`src/rtl/zrlrd_pkg.sv`:
```
package zrlrd_pkg;

   localparam int CSR_W      = 14;   // row_bytes register width
   localparam int BYTE_W     = 8;
   localparam int CNT_W      = 8;    // zero run count, one compressed byte
   localparam int WORD_W     = 64;   // row_word field width
   localparam int VALID_W    = 4;    // bytes_valid field width
   localparam int RSP_DATA_W = 72;   // row_word + bytes_valid, padded to bytes

   // Outcome of one step of the shared byte/run unit.
   typedef struct packed {
      logic emit;   // word is full or the row ended
      logic last;   // row ended with this step
   } step_flags_type;

endpackage

```
`src/rtl/zrlrd_step.sv`:
```
// Shared step unit: adds either one literal byte or a chunk of zero bytes.
// A chunk stops at the word boundary, at the row end, or when the run is used up.
module zrlrd_step
   import zrlrd_pkg::*;
#(
   parameter int WORD_BYTES = 8,
   parameter int POS_W      = 14,
   parameter int FILL_W     = 4
) (
   input  logic              run,
   input  logic [CNT_W-1:0]  cnt,
   input  logic [FILL_W-1:0] fill,
   input  logic [POS_W-1:0]  pos,
   input  logic [POS_W-1:0]  len,
   output logic [FILL_W-1:0] k,
   output logic [FILL_W-1:0] fill_next,
   output logic [POS_W-1:0]  pos_next,
   output step_flags_type    flags
);

   localparam int MW = (POS_W > CNT_W) ? POS_W : CNT_W;

   logic [MW-1:0] left;
   logic [MW-1:0] room;
   logic [MW-1:0] run_cnt;
   logic [MW-1:0] m1;
   logic [MW-1:0] m2;

   always_comb begin
      left    = MW'(len - pos);
      room    = MW'(FILL_W'(WORD_BYTES) - fill);
      run_cnt = MW'(cnt);
      m1      = (run_cnt < room) ? run_cnt : room;
      m2      = (m1 < left) ? m1 : left;
      k       = run ? FILL_W'(m2) : FILL_W'(1);
      fill_next  = fill + k;
      pos_next   = pos + POS_W'(k);
      flags.last = (pos_next == len);
      flags.emit = (fill_next == FILL_W'(WORD_BYTES)) || flags.last;
   end

endmodule

```
`src/rtl/zrlrd_out.sv`:
```
// Output register stage for decoded words.
module zrlrd_out
   import zrlrd_pkg::*;
(
   input  logic                  clock,
   input  logic                  reset,
   input  logic                  load,
   input  logic [WORD_W-1:0]     word,
   input  logic [VALID_W-1:0]    count,
   input  logic                  last,
   input  logic                  ovf,
   output logic                  free,
   output logic                  rsp_tvalid,
   input  logic                  rsp_tready,
   output logic [RSP_DATA_W-1:0] rsp_tdata,
   output logic                  rsp_tlast,
   output logic                  rsp_tuser
);

   logic                  valid_ff;
   logic                  valid_in;
   logic [RSP_DATA_W-1:0] data_ff;
   logic                  last_ff;
   logic                  ovf_ff;

   assign free     = !valid_ff || rsp_tready;
   assign valid_in = load || (valid_ff && !rsp_tready);

   always_ff @(posedge clock) begin
      if (reset) begin
         valid_ff <= 1'b0;
      end else begin
         valid_ff <= valid_in;
      end
   end

   always_ff @(posedge clock) begin
      if (load) begin
         data_ff <= {{(RSP_DATA_W - WORD_W - VALID_W){1'b0}}, count, word};
         last_ff <= last;
         ovf_ff  <= ovf;
      end
   end

   assign rsp_tvalid = valid_ff;
   assign rsp_tdata  = data_ff;
   assign rsp_tlast  = last_ff;
   assign rsp_tuser  = ovf_ff;

endmodule

```
`src/rtl/zero_run_length_row_decoder.sv`:
```
// Zero-run-length decoder for one visibility row. A literal byte or a zero
// marker is handled as it is taken. A count byte loads the run, then the
// shared step unit adds zeros a chunk per cycle while the output register is
// free, one chunk per output word; input is not taken while a run is in
// progress or while the output register holds a word that is not taken.
// Writing csr_wdata restarts the row (partial word, pending marker, overrun
// flag are dropped); 0 is taken as 1 and values above MAX_ROW_BYTES as the max.
module zero_run_length_row_decoder
   import zrlrd_pkg::*;
#(
   parameter int MAX_ROW_BYTES = 8192,
   parameter int WORD_BYTES    = 8
) (
   input  logic                  clock,
   input  logic                  reset,
   input  logic                  csr_we,
   input  logic [CSR_W-1:0]      csr_wdata,   // row_bytes
   input  logic                  req_tvalid,
   output logic                  req_tready,
   input  logic [BYTE_W-1:0]     req_tdata,   // [7:0] comp_byte
   output logic                  rsp_tvalid,
   input  logic                  rsp_tready,
   output logic [RSP_DATA_W-1:0] rsp_tdata,   // [63:0] row_word, [67:64] bytes_valid
   output logic                  rsp_tlast,   // last_of_row
   output logic                  rsp_tuser    // overrun
);

   localparam int POS_W  = $clog2(MAX_ROW_BYTES + 1);
   localparam int FILL_W = $clog2(WORD_BYTES + 1);
   localparam int IDX_W  = (WORD_BYTES > 1) ? $clog2(WORD_BYTES) : 1;
   localparam int CMP_W  = (POS_W > CSR_W) ? POS_W : CSR_W;
   localparam int LW     = (POS_W > CNT_W) ? POS_W : CNT_W;
   localparam int RESET_ROW = (MAX_ROW_BYTES < 8192) ? MAX_ROW_BYTES : 8192;

   localparam logic ST_IDLE = 1'b0;
   localparam logic ST_RUN  = 1'b1;

   logic                  state_ff, state_in;
   logic [POS_W-1:0]      len_ff, len_in;
   logic [POS_W-1:0]      pos_ff, pos_in;
   logic [FILL_W-1:0]     fill_ff, fill_in;
   logic [CNT_W-1:0]      cnt_ff, cnt_in;
   logic                  await_ff, await_in;
   logic                  ovf_ff, ovf_in;
   logic [BYTE_W-1:0]     buf_ff [WORD_BYTES];
   logic [BYTE_W-1:0]     buf_in [WORD_BYTES];
   logic [BYTE_W-1:0]     buf_next [WORD_BYTES];

   logic [FILL_W-1:0]     k;
   logic [FILL_W-1:0]     fill_next;
   logic [POS_W-1:0]      pos_next;
   step_flags_type        flags;

   logic                  out_free;
   logic                  out_load;
   logic [WORD_W-1:0]     out_word;
   logic                  out_last;
   logic                  out_ovf;

   logic                  take_in;
   logic [CMP_W-1:0]      wr_val;
   logic [LW-1:0]         left;
   logic [LW-1:0]         req_cnt;
   logic                  run_over;
   logic [CNT_W-1:0]      run_left;

   zrlrd_step #(
      .WORD_BYTES (WORD_BYTES),
      .POS_W      (POS_W),
      .FILL_W     (FILL_W)
   ) u_step (
      .run       (state_ff == ST_RUN),
      .cnt       (cnt_ff),
      .fill      (fill_ff),
      .pos       (pos_ff),
      .len       (len_ff),
      .k         (k),
      .fill_next (fill_next),
      .pos_next  (pos_next),
      .flags     (flags)
   );

   zrlrd_out u_out (
      .clock      (clock),
      .reset      (reset),
      .load       (out_load),
      .word       (out_word),
      .count      (VALID_W'(fill_next)),
      .last       (out_last),
      .ovf        (out_ovf),
      .free       (out_free),
      .rsp_tvalid (rsp_tvalid),
      .rsp_tready (rsp_tready),
      .rsp_tdata  (rsp_tdata),
      .rsp_tlast  (rsp_tlast),
      .rsp_tuser  (rsp_tuser)
   );

   assign req_tready = (state_ff == ST_IDLE) && out_free;
   assign take_in    = req_tvalid && req_tready;

   always_comb begin
      for (int i = 0; i < WORD_BYTES; i++) begin
         buf_next[i] = buf_ff[i];
      end
      if (state_ff == ST_IDLE) begin
         buf_next[fill_ff[IDX_W-1:0]] = req_tdata;
      end
      out_word = '0;
      for (int i = 0; i < WORD_BYTES; i++) begin
         out_word[BYTE_W*i +: BYTE_W] = buf_next[i];
      end
   end

   // count byte clamp against bytes left in the row
   always_comb begin
      left     = LW'(len_ff - pos_ff);
      req_cnt  = LW'(req_tdata);
      run_over = req_cnt > left;
      run_left = run_over ? CNT_W'(left) : req_tdata;
   end

   always_comb begin
      state_in = state_ff;
      len_in   = len_ff;
      pos_in   = pos_ff;
      fill_in  = fill_ff;
      cnt_in   = cnt_ff;
      await_in = await_ff;
      ovf_in   = ovf_ff;
      for (int i = 0; i < WORD_BYTES; i++) begin
         buf_in[i] = buf_ff[i];
      end
      out_load = 1'b0;
      out_last = flags.last;
      out_ovf  = flags.last && ovf_ff;
      wr_val   = CMP_W'(csr_wdata);

      if (csr_we) begin
         if (wr_val == '0) begin
            len_in = POS_W'(1);
         end else if (wr_val > CMP_W'(MAX_ROW_BYTES)) begin
            len_in = POS_W'(MAX_ROW_BYTES);
         end else begin
            len_in = POS_W'(wr_val);
         end
         state_in = ST_IDLE;
         pos_in   = '0;
         fill_in  = '0;
         await_in = 1'b0;
         ovf_in   = 1'b0;
         for (int i = 0; i < WORD_BYTES; i++) begin
            buf_in[i] = '0;
         end
      end else begin
         case (state_ff)
            ST_IDLE: begin
               if (take_in) begin
                  if (await_ff) begin
                     await_in = 1'b0;
                     ovf_in   = ovf_ff || run_over;
                     cnt_in   = run_left;
                     if (run_left != '0) begin
                        state_in = ST_RUN;
                     end
                  end else if (req_tdata != '0) begin
                     pos_in  = pos_next;
                     fill_in = fill_next;
                     for (int i = 0; i < WORD_BYTES; i++) begin
                        buf_in[i] = buf_next[i];
                     end
                     if (flags.emit) begin
                        out_load = 1'b1;
                        fill_in  = '0;
                        for (int i = 0; i < WORD_BYTES; i++) begin
                           buf_in[i] = '0;
                        end
                        if (flags.last) begin
                           pos_in = '0;
                           ovf_in = 1'b0;
                        end
                     end
                  end else begin
                     await_in = 1'b1;
                  end
               end
            end
            ST_RUN: begin
               if (out_free) begin
                  // zeros: buffer bytes above the fill are already clear
                  pos_in  = pos_next;
                  fill_in = fill_next;
                  cnt_in  = cnt_ff - CNT_W'(k);
                  if (flags.emit) begin
                     out_load = 1'b1;
                     fill_in  = '0;
                     for (int i = 0; i < WORD_BYTES; i++) begin
                        buf_in[i] = '0;
                     end
                     if (flags.last) begin
                        pos_in = '0;
                        ovf_in = 1'b0;
                     end
                  end
                  if (cnt_ff == CNT_W'(k)) begin
                     state_in = ST_IDLE;
                  end
               end
            end
            default: begin
               state_in = ST_IDLE;
            end
         endcase
      end
   end

   always_ff @(posedge clock) begin
      if (reset) begin
         state_ff <= ST_IDLE;
         len_ff   <= POS_W'(RESET_ROW);
         pos_ff   <= '0;
         fill_ff  <= '0;
         cnt_ff   <= '0;
         await_ff <= 1'b0;
         ovf_ff   <= 1'b0;
         for (int i = 0; i < WORD_BYTES; i++) begin
            buf_ff[i] <= '0;
         end
      end else begin
         state_ff <= state_in;
         len_ff   <= len_in;
         pos_ff   <= pos_in;
         fill_ff  <= fill_in;
         cnt_ff   <= cnt_in;
         await_ff <= await_in;
         ovf_ff   <= ovf_in;
         for (int i = 0; i < WORD_BYTES; i++) begin
            buf_ff[i] <= buf_in[i];
         end
      end
   end

`ifndef NO_ASSERTIONS
   a_pos_in_row: assert property (@(posedge clock) disable iff (reset)
      pos_ff < len_ff)
      else $error("row position reached row length");

   a_fill_below_word: assert property (@(posedge clock) disable iff (reset)
      fill_ff < FILL_W'(WORD_BYTES))
      else $error("word fill not drained");

   a_run_nonempty: assert property (@(posedge clock) disable iff (reset)
      state_ff == ST_RUN |-> cnt_ff != '0)
      else $error("zero run active with empty count");

   a_ovf_only_last: assert property (@(posedge clock) disable iff (reset)
      rsp_tvalid && !rsp_tlast |-> !rsp_tuser)
      else $error("overrun flagged on non-final word");

   a_valid_count: assert property (@(posedge clock) disable iff (reset)
      rsp_tvalid |-> (rsp_tdata[WORD_W +: VALID_W] != '0)
         && (rsp_tdata[WORD_W +: VALID_W] <= VALID_W'(WORD_BYTES)))
      else $error("bytes_valid out of range");
`endif

endmodule

```
`config.mk`:
```
export PLATFORM = sky130hd
export DESIGN_NAME = zero_run_length_row_decoder
export DESIGN_NICKNAME = d
export VERILOG_FILES = /design/src/rtl/zrlrd_pkg.sv /design/src/rtl/zrlrd_step.sv /design/src/rtl/zrlrd_out.sv /design/src/rtl/zero_run_length_row_decoder.sv
export SDC_FILE = /design/constraint.sdc
export NUM_CORES = 1
export LEC_CHECK = 0
export BUFFER_PORTS_ARGS = -buffer_cell sky130_fd_sc_hd__buf_2
export CAP_MARGIN = 0
export CORE_ASPECT_RATIO = 0.7
export CORE_MARGIN = 4
export CORE_UTILIZATION = 60
export DETAILED_ROUTE_END_ITERATION = 6
export GPL_ROUTABILITY_DRIVEN = 0
export PLACE_DENSITY_LB_ADDON = 0.3
export SLEW_MARGIN = 40
export SYNTH_ARGS = -nofsm -noshare
export SYNTH_HDL_FRONTEND = slang
export SYNTH_HIERARCHICAL = 1
export SYNTH_SLANG_ARGS = --single-unit
```
`constraint.sdc`:
```
create_clock -name clock -period 24.9 [get_ports clock]
set_clock_uncertainty 0.05 [all_clocks]
set_input_delay 4.98 -clock clock [delete_from_list [all_inputs] [get_ports clock]]
set_output_delay 4.98 -clock clock [all_outputs]
set_load 0.005 [all_outputs]
```
# ---- After elaboration in Yosys (flattened, before gate mapping)
# Memories as Yosys holds them, arrays and structs flattened.
# Cells that the tools add are included.
dict set report totals {
  regBits 114
  mem_bits_rw 64
  inputBits 27
  out_inout_bits 76
  n_memories 1
}
dict set report op_classes {
  n_addsub 5
  order_cmp 6
  n_eq_ne 9
  muxes 68
  bitwise_logic 11
  reduce_logical 19
}
# memory depth width rd rd_ports_with_merged_regs wr line_no
set mem_list {}
lappend mem_list {buf_ff 8 8 8 0 8 zero_run_length_row_decoder.sv:45} ;# logic [BYTE_W-1:0] buf_ff [WORD_BYTES];
# operator count
set ops {}
lappend ops {{$mux W64} 8}
lappend ops {{$pmux W64 S2} 1}
lappend ops {{$mux W14} 9}
lappend ops {{$mux W8} 13}
lappend ops {{$bwmux W64} 1}
lappend ops {{$mux W4} 7}
lappend ops {{$pmux W14 S2} 1}
lappend ops {{$demux W8 S3} 1}
lappend ops {{$mux W1} 22}
lappend ops {{$pmux W8 S2} 1}
lappend ops {{$reduce_bool A8 Y1} 2}
lappend ops {{$add A14 B4 Y14} 1}
lappend ops {{$eq A14 B14 Y1} 1}
lappend ops {{$gt A14 B14 Y1 const B} 1}
lappend ops {{$gt A8 B14 Y1} 1}
lappend ops {{$logic_not A14 Y1} 1}
lappend ops {{$lt A14 B14 Y1} 1}
lappend ops {{$lt A8 B14 Y1} 1}
lappend ops {{$sub A14 B14 Y14} 1}
lappend ops {{$eq A8 B4 Y1} 1}
lappend ops {{$or A1 B1 Y1} 8}
lappend ops {{$pmux W4 S2} 1}
lappend ops {{$reduce_and A4 Y1} 2}
lappend ops {{$sub A8 B4 Y8} 1}
lappend ops {{17 further kinds} 31}

# ---- Longest topological paths before layout
# Gate-level depths: netlist of the first run.
dict set report depth {
  word_depth 16
  depth_mapped 34
  mapped_depth_nobuf 32
}

# ---- By module
# Netlist of the first run, hierarchy kept.
# mod n_inst cells_each area_per_inst_um2 seq_area_each_um2
set by_module_without_submodules {}
lappend by_module_without_submodules {zero_run_length_row_decoder 1 660 5863.1 2142.1}
lappend by_module_without_submodules {zrlrd_out 1 79 2182.1 2122.0}
lappend by_module_without_submodules {zrlrd_step 1 285 2122.0 0.0}

# ---- Least setup slack after synthesis of the first run
# Ideal clock, no wire load.
dict set report synth_timing {
  path_type {reg-to-reg}
  from {register pos_ff[1]}
  to {register u_out.valid_ff, in the netlist u_out/rsp_tvalid}
  setup_ns 0.083
  arrival_ns 13.435
  required_ns 24.767
  path_slack_ns 11.332
  path_stages_with_launch 31
  path_buffers 1
  period_less_slack_ns 13.568
  cell_sequence {dfxtp_1 inv_1 ha_1 nor2b_1 o211ai_1 a31oi_1 o2111ai_1 nand3_1 or4_1 and3_1 a311oi_1 ha_1 nand2_1 nor4_1 nor2_1 a21oi_1 nor2_1 a211oi_1 ha_1 a211oi_1 o21bai_1 and3_1 xnor2_1 xnor2_1 nand4_1 nor3_1 a311o_1 clkbuf_1 nor4bb_1 inv_1 a21oi_2}
}
# element line_no
set synth_rtl {}
lappend synth_rtl {{from (decl)} zero_run_length_row_decoder.sv:40} ;# logic [POS_W-1:0] pos_ff, pos_in;
lappend synth_rtl {{from (signal assigned)} zero_run_length_row_decoder.sv:232} ;# pos_ff <= pos_in;
lappend synth_rtl {{to (signal assigned)} zrlrd_out.sv:33} ;# valid_ff <= valid_in;
lappend synth_rtl {{to (decl)} zrlrd_out.sv:20} ;# logic valid_ff;

# ---- Worst setup path in the final report of the first run
dict set report layout_timing {
  from {input rsp_tready}
  to {output req_tready}
}
dict set report layout_via {
  elab_chain_cells 2
}
# element line_no
set layout_lines {}
lappend layout_lines {{from (decl)} zero_run_length_row_decoder.sv:22} ;# input logic rsp_tready,
lappend layout_lines {{$logic_or A1 B1 Y1} zrlrd_out.sv:26} ;# assign free = !valid_ff || rsp_tready;
lappend layout_lines {{net out_free} zero_run_length_row_decoder.sv:54} ;# logic out_free;
lappend layout_lines {{$logic_and A1 B1 Y1} zero_run_length_row_decoder.sv:99} ;# assign req_tready = (state_ff == ST_IDLE) && out_free;
lappend layout_lines {{to (decl)} zero_run_length_row_decoder.sv:19} ;# output logic req_tready,
# The timed path passes the listed nets, and every way through them passes these cells.

==> results by group, run 1 <==
Worst setup path
  – Critical path required time: 19.87 ns
  – Cell repeated most along the worst path: buf_2
  – Worst-path fanout max: 9
  – Crit end category: output port
  – WP data arrival: 5.55 ns
  – WS Path Type: in2out
  – CP top delay family: simple AND/OR/NAND/NOR gates
  – Slowest stage cell, crit path: nand2b_4
  – Crit path cell chain: buf_2, nand2b_4, nor2b_1, buf_2
  – Type of origin of the critical path: primary input
  – Max incr delay on CP: 0.18 ns
  – CP bufs+invs: 2
  – Reg2Reg Setup Slack: 16.68 ns

Clocking
  – Clock Latency Late Sink: 0.44 ns
  – Post_cts resized: 0
  – Num Clock Sinks: 178
  – CTS root buf: clkbuf_16
  – CTS tree: built
  – Post-CTS Setup Bufs: 0
  – Clock buffer count from CTS: 17
  – H-tree depth: 4
  – Clk slew on worst S/H paths: 0.08 ns
  – Post-CTS Hold Fix Bufs: 0
  – Clock Path Buffers: 2

Layout
  – Most frequent cells in the layout: dfxtp_1, nor2_1, buf_2
  – P&R area growth vs syn: 12.7%
  – Commonest non-fill, non-tap cell in the layout: dfxtp_1
  – Nets: 1,209
  – Layout filler cell count: 1,250
  – Layout cell share with drive strength beyond 1: 21.2%

STA
  – Final min period: 10.58 ns
  – Setup WS post-layout: 14.32 ns
  – Hold Fails Final Rpt: 0
  – Worst-Margin Slew: 0.790 ns
  – Final setup TNS: 0 ns
  – Fmax: 94.5 MHz
  – Final number of max-transition violations: 0
  – Final setup violation count: 0
  – Setup repair after global routing missed its margin: false
  – Period utilization: 42.5%
  – Relative max-transition margin: 47.0%

Synth
  – Cells after Synth: 1,024
  – Synthesized area: 0.0102 mm2
  – YS warnings: 6
  – Seq cells post-synth: 178
  – Synth top area cells: dfxtp_1, edfxtp_1, ha_1
  – Synth unique cells: 82
  – Syn avg cell area: 9.93 um2
  – Post-synthesis sequential area ratio: 41.9%
  – Post-synth top area cell: dfxtp_1
  – Post-synth ARST share: 0%
  – Post-synth top area share: 21.3%
  – Post-synth top flop: dfxtp_1
  – Number of synthesized flops with an enable pin: 70

Global route
  – Global-route wire length before repair: 40,000 um
  – Largest net degree at the start of global routing: 72
  – Initial antenna violation count: 0
  – Vias in the first global route: 7,601
  – Total GRT Usage: 26.7%
  – Grt ovf: 0

Die
  – Height of the die: 117 um
  – Full die area: 0.0191 mm2
  – Starting Density: 61.8%
  – FP Rows: 39
  – Core area: 0.0164 mm2
  – Horiz. Die Dim: 164 um
  – I/O pins: 103

Placement
  – Dpl ws: 14.33 ns
  – PortBufs: 98
  – HPWL Detailed: 17,800 um

Drt
  – DRT iter0 DRCs: 732
  – Drc violations: 0
  – Total Wirelength: 25,400 um
  – Via density: 6.06
  – Router iterations before antenna repair: 5
  – Routed via count: 8,174
  – Post-route ant nets: 0
  – DR WL/cell: 18.8 um

Pwr
  – Peak supply drop: 0.0000366 V
  – Combinational share of power: 12.6%
  – P_sw: 185 uW
  – Sequential power share: 46.6%
  – Clock Power Share: 40.8%
  – P per Cell Area: 57.4 mW/mm2
  – Leakage power: 0.00432 uW
  – Switching Share: 28.1%
  – Internal power: 472 uW

Status
  – Status: completed

Min path
  – Worst hold path class: reg2reg

Flow run
  – Max-cap violations: 0
-- synthesized netlist by cell type, types with 12 or more instances --
library cell,n
ha_1,67
nor2_1,106
edfxtp_1,70
nand3_1,23
a22oi_1,65
a21o_1,12
o21ai_0,22
nand4_1,13
xnor2_1,29
nand2_1,57
dfxtp_1,108
mux2_2,63
nor3_1,23
clkbuf_1,30
xor2_1,21
inv_1,57
a21oi_1,56
-- cells by family (layout without fill, tap and decap cells) --
logic type	after synthesis	after routing	share of synthesized area, %
AND/OR/NAND/NOR	298	298	14.5
AO/OA/AOI/OAI	240	240	16.6
flip-flops	178	178	41.9
buffers and inverters	108	199	4.80
multiplexers	74	74	8.06
adder cells (fa/ha/maj)	72	72	9.23
XOR/XNOR	52	52	4.75
other	2	11	0.0739
-- layer usage --
metal / GRT usage (%) / routed length [um] / share of wire, %
met3: 6.86 / 2520 / 9.9
met2: 37.9 / 10500 / 41
met5: 0 / 0 / 0
met4: 8.38 / 502 / 2.0
met1: 40.0 / 11900 / 47
-- state kept, by name, summed over array words and instances, names as in the netlist, 4 cells and up --
register,cells
buf_ff,64
cnt_ff,8
fill_ff,4
len_ff,14
pos_ff,14
u_out/rsp_tdata,68
-- worst paths after layout --
path / start / to / depth (start not counted)
min: buf_ff[0][3] / buf_ff[0][3] / 2
min reg2reg: buf_ff[0][3] / buf_ff[0][3] / 2
max reg2reg: pos_ff[1] / u_out/rsp_tdata[56] / 30
max: rsp_tready / req_tready / 4
-- tightest hold or removal path: stages (launching register included) --
cell	delay [ns]
dfxtp_1	0.33
a22oi_1	0.06
nor2_1	0.08
-- power by group through the flow --
stage / registers (uW) / logic, uW / clock network (uW)
detailed placement: 313 / 80.1 / 0
global placement: 312 / 78.1 / 0
global route: 306 / 92.3 / 283
finish: 306 / 82.9 / 268
floorplan: 311 / 62.4 / 0
CTS: 306 / 81.4 / 270
-- cell type report --
type	count	area (um2)	share of cell area, %
clock inverter	15	179	1.56
sequential	178	4260	37.2
antenna	1	2.50	0.0218
timing repair buffer	109	577	5.04
clock buffer	17	425	3.71
tap	225	282	2.46
multi-input combinational	746	5510	48.1
inverter	58	218	1.90
-- metrics by stage --
stage / instances / area [um2] / utilization [%] / power, uW / hold slack (ns)
3_5_place_dp: 1316 / 10800 / 65.9 / 393 / 0.429
2_1_floorplan: 1032 / 10200 / - / 374 / 0.408
3_3_place_gp: 1316 / 10800 / 65.8 / 391 / 0.422
4_1_cts: 1348 / 11400 / 69.6 / 657 / 0.451
5_1_grt: 1348 / 11500 / 69.6 / 681 / 0.477
6_report: 1349 / 11500 / 69.6 / 657 / 0.452
Power figures use the tool's default switching activity.
==> run 2: changes to the inputs <==
--- a/config.mk
+++ b/config.mk
@@ -9,7 +9,7 @@
 export CAP_MARGIN = 0
 export CORE_ASPECT_RATIO = 0.7
 export CORE_MARGIN = 4
-export CORE_UTILIZATION = 60
+export CORE_UTILIZATION = 54
 export DETAILED_ROUTE_END_ITERATION = 6
 export GPL_ROUTABILITY_DRIVEN = 0
 export PLACE_DENSITY_LB_ADDON = 0.3
==> constraint.sdc (replaced) <==
create_clock -name clock -period 8.48 [get_ports clock]
set_clock_uncertainty 0.05 [all_clocks]
set_input_delay 1.696 -clock clock [delete_from_list [all_inputs] [get_ports clock]]
set_output_delay 1.696 -clock clock [all_outputs]
set_load 0.005 [all_outputs]
==> run 2 against run 1 <==
  * Sequential share of layout area fell by 0.16 points
  * Sequential power rose to 2.9 times the previous value
  * Global-route usage decreased by 0.93 points
  * Sequential cell count did not move
  * Clock power rose to 3.0 times the previous value
  * Cell area is 0.43% higher
  * Wire length up 5.5%
  * Combinational power increased to 3.0 times the previous value
  * Critical endpoint is now u_out/rsp_tdata[49]
  * Largest cell class unchanged
  * Largest power group unchanged
==> results by group, run 2 (synthesized netlist as in run 1, its figures left out) <==
Drt
  – Total Wirelength: 26,800 um (was 25,400 um)
  – Post-route ant nets: 0 (unchanged)
  – Router iterations before antenna repair: 5 (unchanged)
  – Via density: 6.12 (was 6.06)
  – DR WL/cell: 19.7 um (was 18.8 um)
  – Drc violations: 0 (unchanged)
  – Routed via count: 8,346 (was 8,174)
  – DRT iter0 DRCs: 892 (was 732)

STA
  – Worst-Margin Slew: 0.813 ns (was 0.790 ns)
  – Final number of max-transition violations: 0 (unchanged)
  – Final min period: 7.78 ns
  – Setup repair after global routing missed its margin: false (unchanged)
  – Period utilization: 91.8%
  – Relative max-transition margin: 45.4% (was 47.0%)
  – Fmax: 128 MHz
  – Hold Fails Final Rpt: 0 (unchanged)
  – Final setup TNS: 0 ns (unchanged)
  – Final setup violation count: 0 (unchanged)

Placement
  – DP Area: 0.0109 mm2 (was 0.0108 mm2)
  – HPWL Detailed: 19,100 um (was 17,800 um)
  – PortBufs: 98 (unchanged)

Worst setup path
  – Reg2Reg Setup Slack: 0.70 ns (was 16.68 ns)
  – RR Endpoint: u_out/rsp_tdata[49] (was u_out/rsp_tdata[56])
  – Reg2reg start: fill_ff[0] (was pos_ff[1])
  – Max incr delay on CP: 0.58 ns (was 0.18 ns)
  – Worst-path fanout max: 36 (was 9)
  – Crit path from: fill_ff[0] (was rsp_tready)
  – R2R cell count: 30 (unchanged)
  – Cell repeated most along the worst path: ha_1 (was buf_2)
  – Type of origin of the critical path: flop (was primary input)
  – Slowest stage cell, crit path: dfxtp_1 (was nand2b_4)
  – WP data arrival: 7.81 ns (was 5.55 ns)
  – Critical path required time: 8.51 ns (was 19.87 ns)
  – Crit end category: flop (was output port)
  – Setup crit end: u_out/rsp_tdata[49] (was req_tready)
  – WS Path Type: reg2reg (was in2out)

Flow run
  – Max-cap violations: 0 (unchanged)

Global route
  – Grt ovf: 0 (unchanged)
  – Initial antenna violation count: 0 (unchanged)
  – Global-route wire length before repair: 42,500 um (was 40,000 um)
  – Vias in the first global route: 7,834 (was 7,601)
  – Total GRT Usage: 25.8% (was 26.7%)
  – Largest net degree at the start of global routing: 65 (was 72)

Clocking
  – H-tree depth: 4 (unchanged)
  – CTS tree: built (unchanged)
  – Clk slew on worst S/H paths: 0.07 ns (was 0.08 ns)
  – Clock buffer count from CTS: 17 (unchanged)
  – Num Clock Sinks: 178 (unchanged)
  – Post-CTS Setup Bufs: 0 (unchanged)
  – Post-CTS Hold Fix Bufs: 0 (unchanged)
  – Clock Latency Late Sink: 0.44 ns (about the same)
  – Post_cts resized: 0 (unchanged)
  – Clock Path Buffers: 2 (unchanged)
  – CTS root buf: clkbuf_16 (unchanged)

Pwr
  – Peak supply drop: 0.0000941 V (was 0.0000366 V)
  – Leakage power: 0.00433 uW (was 0.00432 uW)
  – P per Cell Area: 169 mW/mm2 (was 57.4 mW/mm2)

Die
  – Full die area: 0.0211 mm2 (was 0.0191 mm2)
  – Core area: 0.0183 mm2 (was 0.0164 mm2)
  – FP Rows: 41 (was 39)
  – Horiz. Die Dim: 172 um (was 164 um)
  – I/O pins: 103 (unchanged)
  – Height of the die: 123 um (was 117 um)
  – Starting Density: 55.7% (was 61.8%)

Layout
  – Final Cell Area: 0.0115 mm2 (about the same)
  – Layout cell share with drive strength beyond 1: 21.6% (was 21.2%)
  – Register Area: 0.00426 mm2 (unchanged)
  – Max reg flops: 68 (unchanged)
  – Nets: 1,213 (was 1,209)
  – P&R area growth vs syn: 13.1% (was 12.7%)
  – Top Registers: u_out/rsp_tdata (68), buf_ff (64) (unchanged)
  – Commonest non-fill, non-tap cell in the layout: dfxtp_1 (unchanged)
  – Antenna diodes: 0 (was 1)
  – Most flops, register: u_out/rsp_tdata (unchanged)
  – Area taken by multi-input logic gates: 0.00552 mm2 (was 0.00551 mm2)
  – Most frequent cells in the layout: dfxtp_1, nor2_1, buf_2 (unchanged)
  – Layout filler cell count: 1,454 (was 1,250)

Min path
  – Worst hold path class: reg2reg (unchanged)

Status
  – Status: completed (unchanged)
## run 2: cell types whose count changed in the layout (fill, tap and decap cells not counted), moves of 2 or more
cell,change
buf_4,+4
inv_8,-2
clkinv_8,-2
inv_6,+4
## run 2: how the worst min path moves through the flow
stage	from	endpoint	slack, ns	cells after the start
detailed placement	buf_ff[1][2]	buf_ff[1][2]	0.43	2
finish	pos_ff[2]	pos_ff[2]	0.45	2
global placement	buf_ff[0][29]	buf_ff[0][29]	0.42	2
global route	buf_ff[1][13]	buf_ff[1][13]	0.47	2
CTS	pos_ff[2]	pos_ff[2]	0.44	2
floorplan	pos_ff[9]	pos_ff[9]	0.41	2
## run 2: per-layer routing
layer,track usage [%],wire length [um],vias up
li1,-,-,3922
met1,39.6,12800,4022
met2,35.5,11000,375
met3,7.60,2680,27
met4,5.94,291,0
met5,0,0,-
## run 2: report_power, final
part	total, uW	internal [uW]	switching [uW]	leakage [uW]
logic	251	98.6	153	0.00261
clock network	791	420	371	0.000288
registers	899	890	9.12	0.00144
## run 2: final cells by class
class / count / area share [%]
clock inverter: 14 / 1.40
sequential: 178 / 37.1
timing repair buffer: 113 / 5.31
clock buffer: 18 / 3.73
inverter: 58 / 1.89
multi-input combinational: 746 / 48.0
tap: 236 / 2.57
## run 2: per-stage QoR
| stage | std cells | hold slack (ns) | utilization (%) | setup slack (ns) | power, uW |
|---|---|---|---|---|---|
| 2_1_floorplan | 1032 | 0.408 | - | 0.0327 | 1100 |
| 3_3_place_gp | 1330 | 0.423 | 59.5 | 1.00 | 1160 |
| 3_5_place_dp | 1330 | 0.432 | 59.6 | 0.872 | 1160 |
| 4_1_cts | 1362 | 0.443 | 62.8 | 0.783 | 1940 |
| 5_1_grt | 1363 | 0.473 | 63.0 | 0.111 | 2010 |
| 6_report | 1363 | 0.447 | 63.0 | 0.697 | 1940 |
## run 2: critical path: cells and delay by family (launching register included)
family | cells | cell delay [ns]
flip-flops | 1 | 0.58
buffers and inverters | 2 | 0.57
adder cells (fa/ha/maj) | 5 | 1.36
AO/OA/AOI/OAI | 11 | 2.25
AND/OR/NAND/NOR | 12 | 2.55
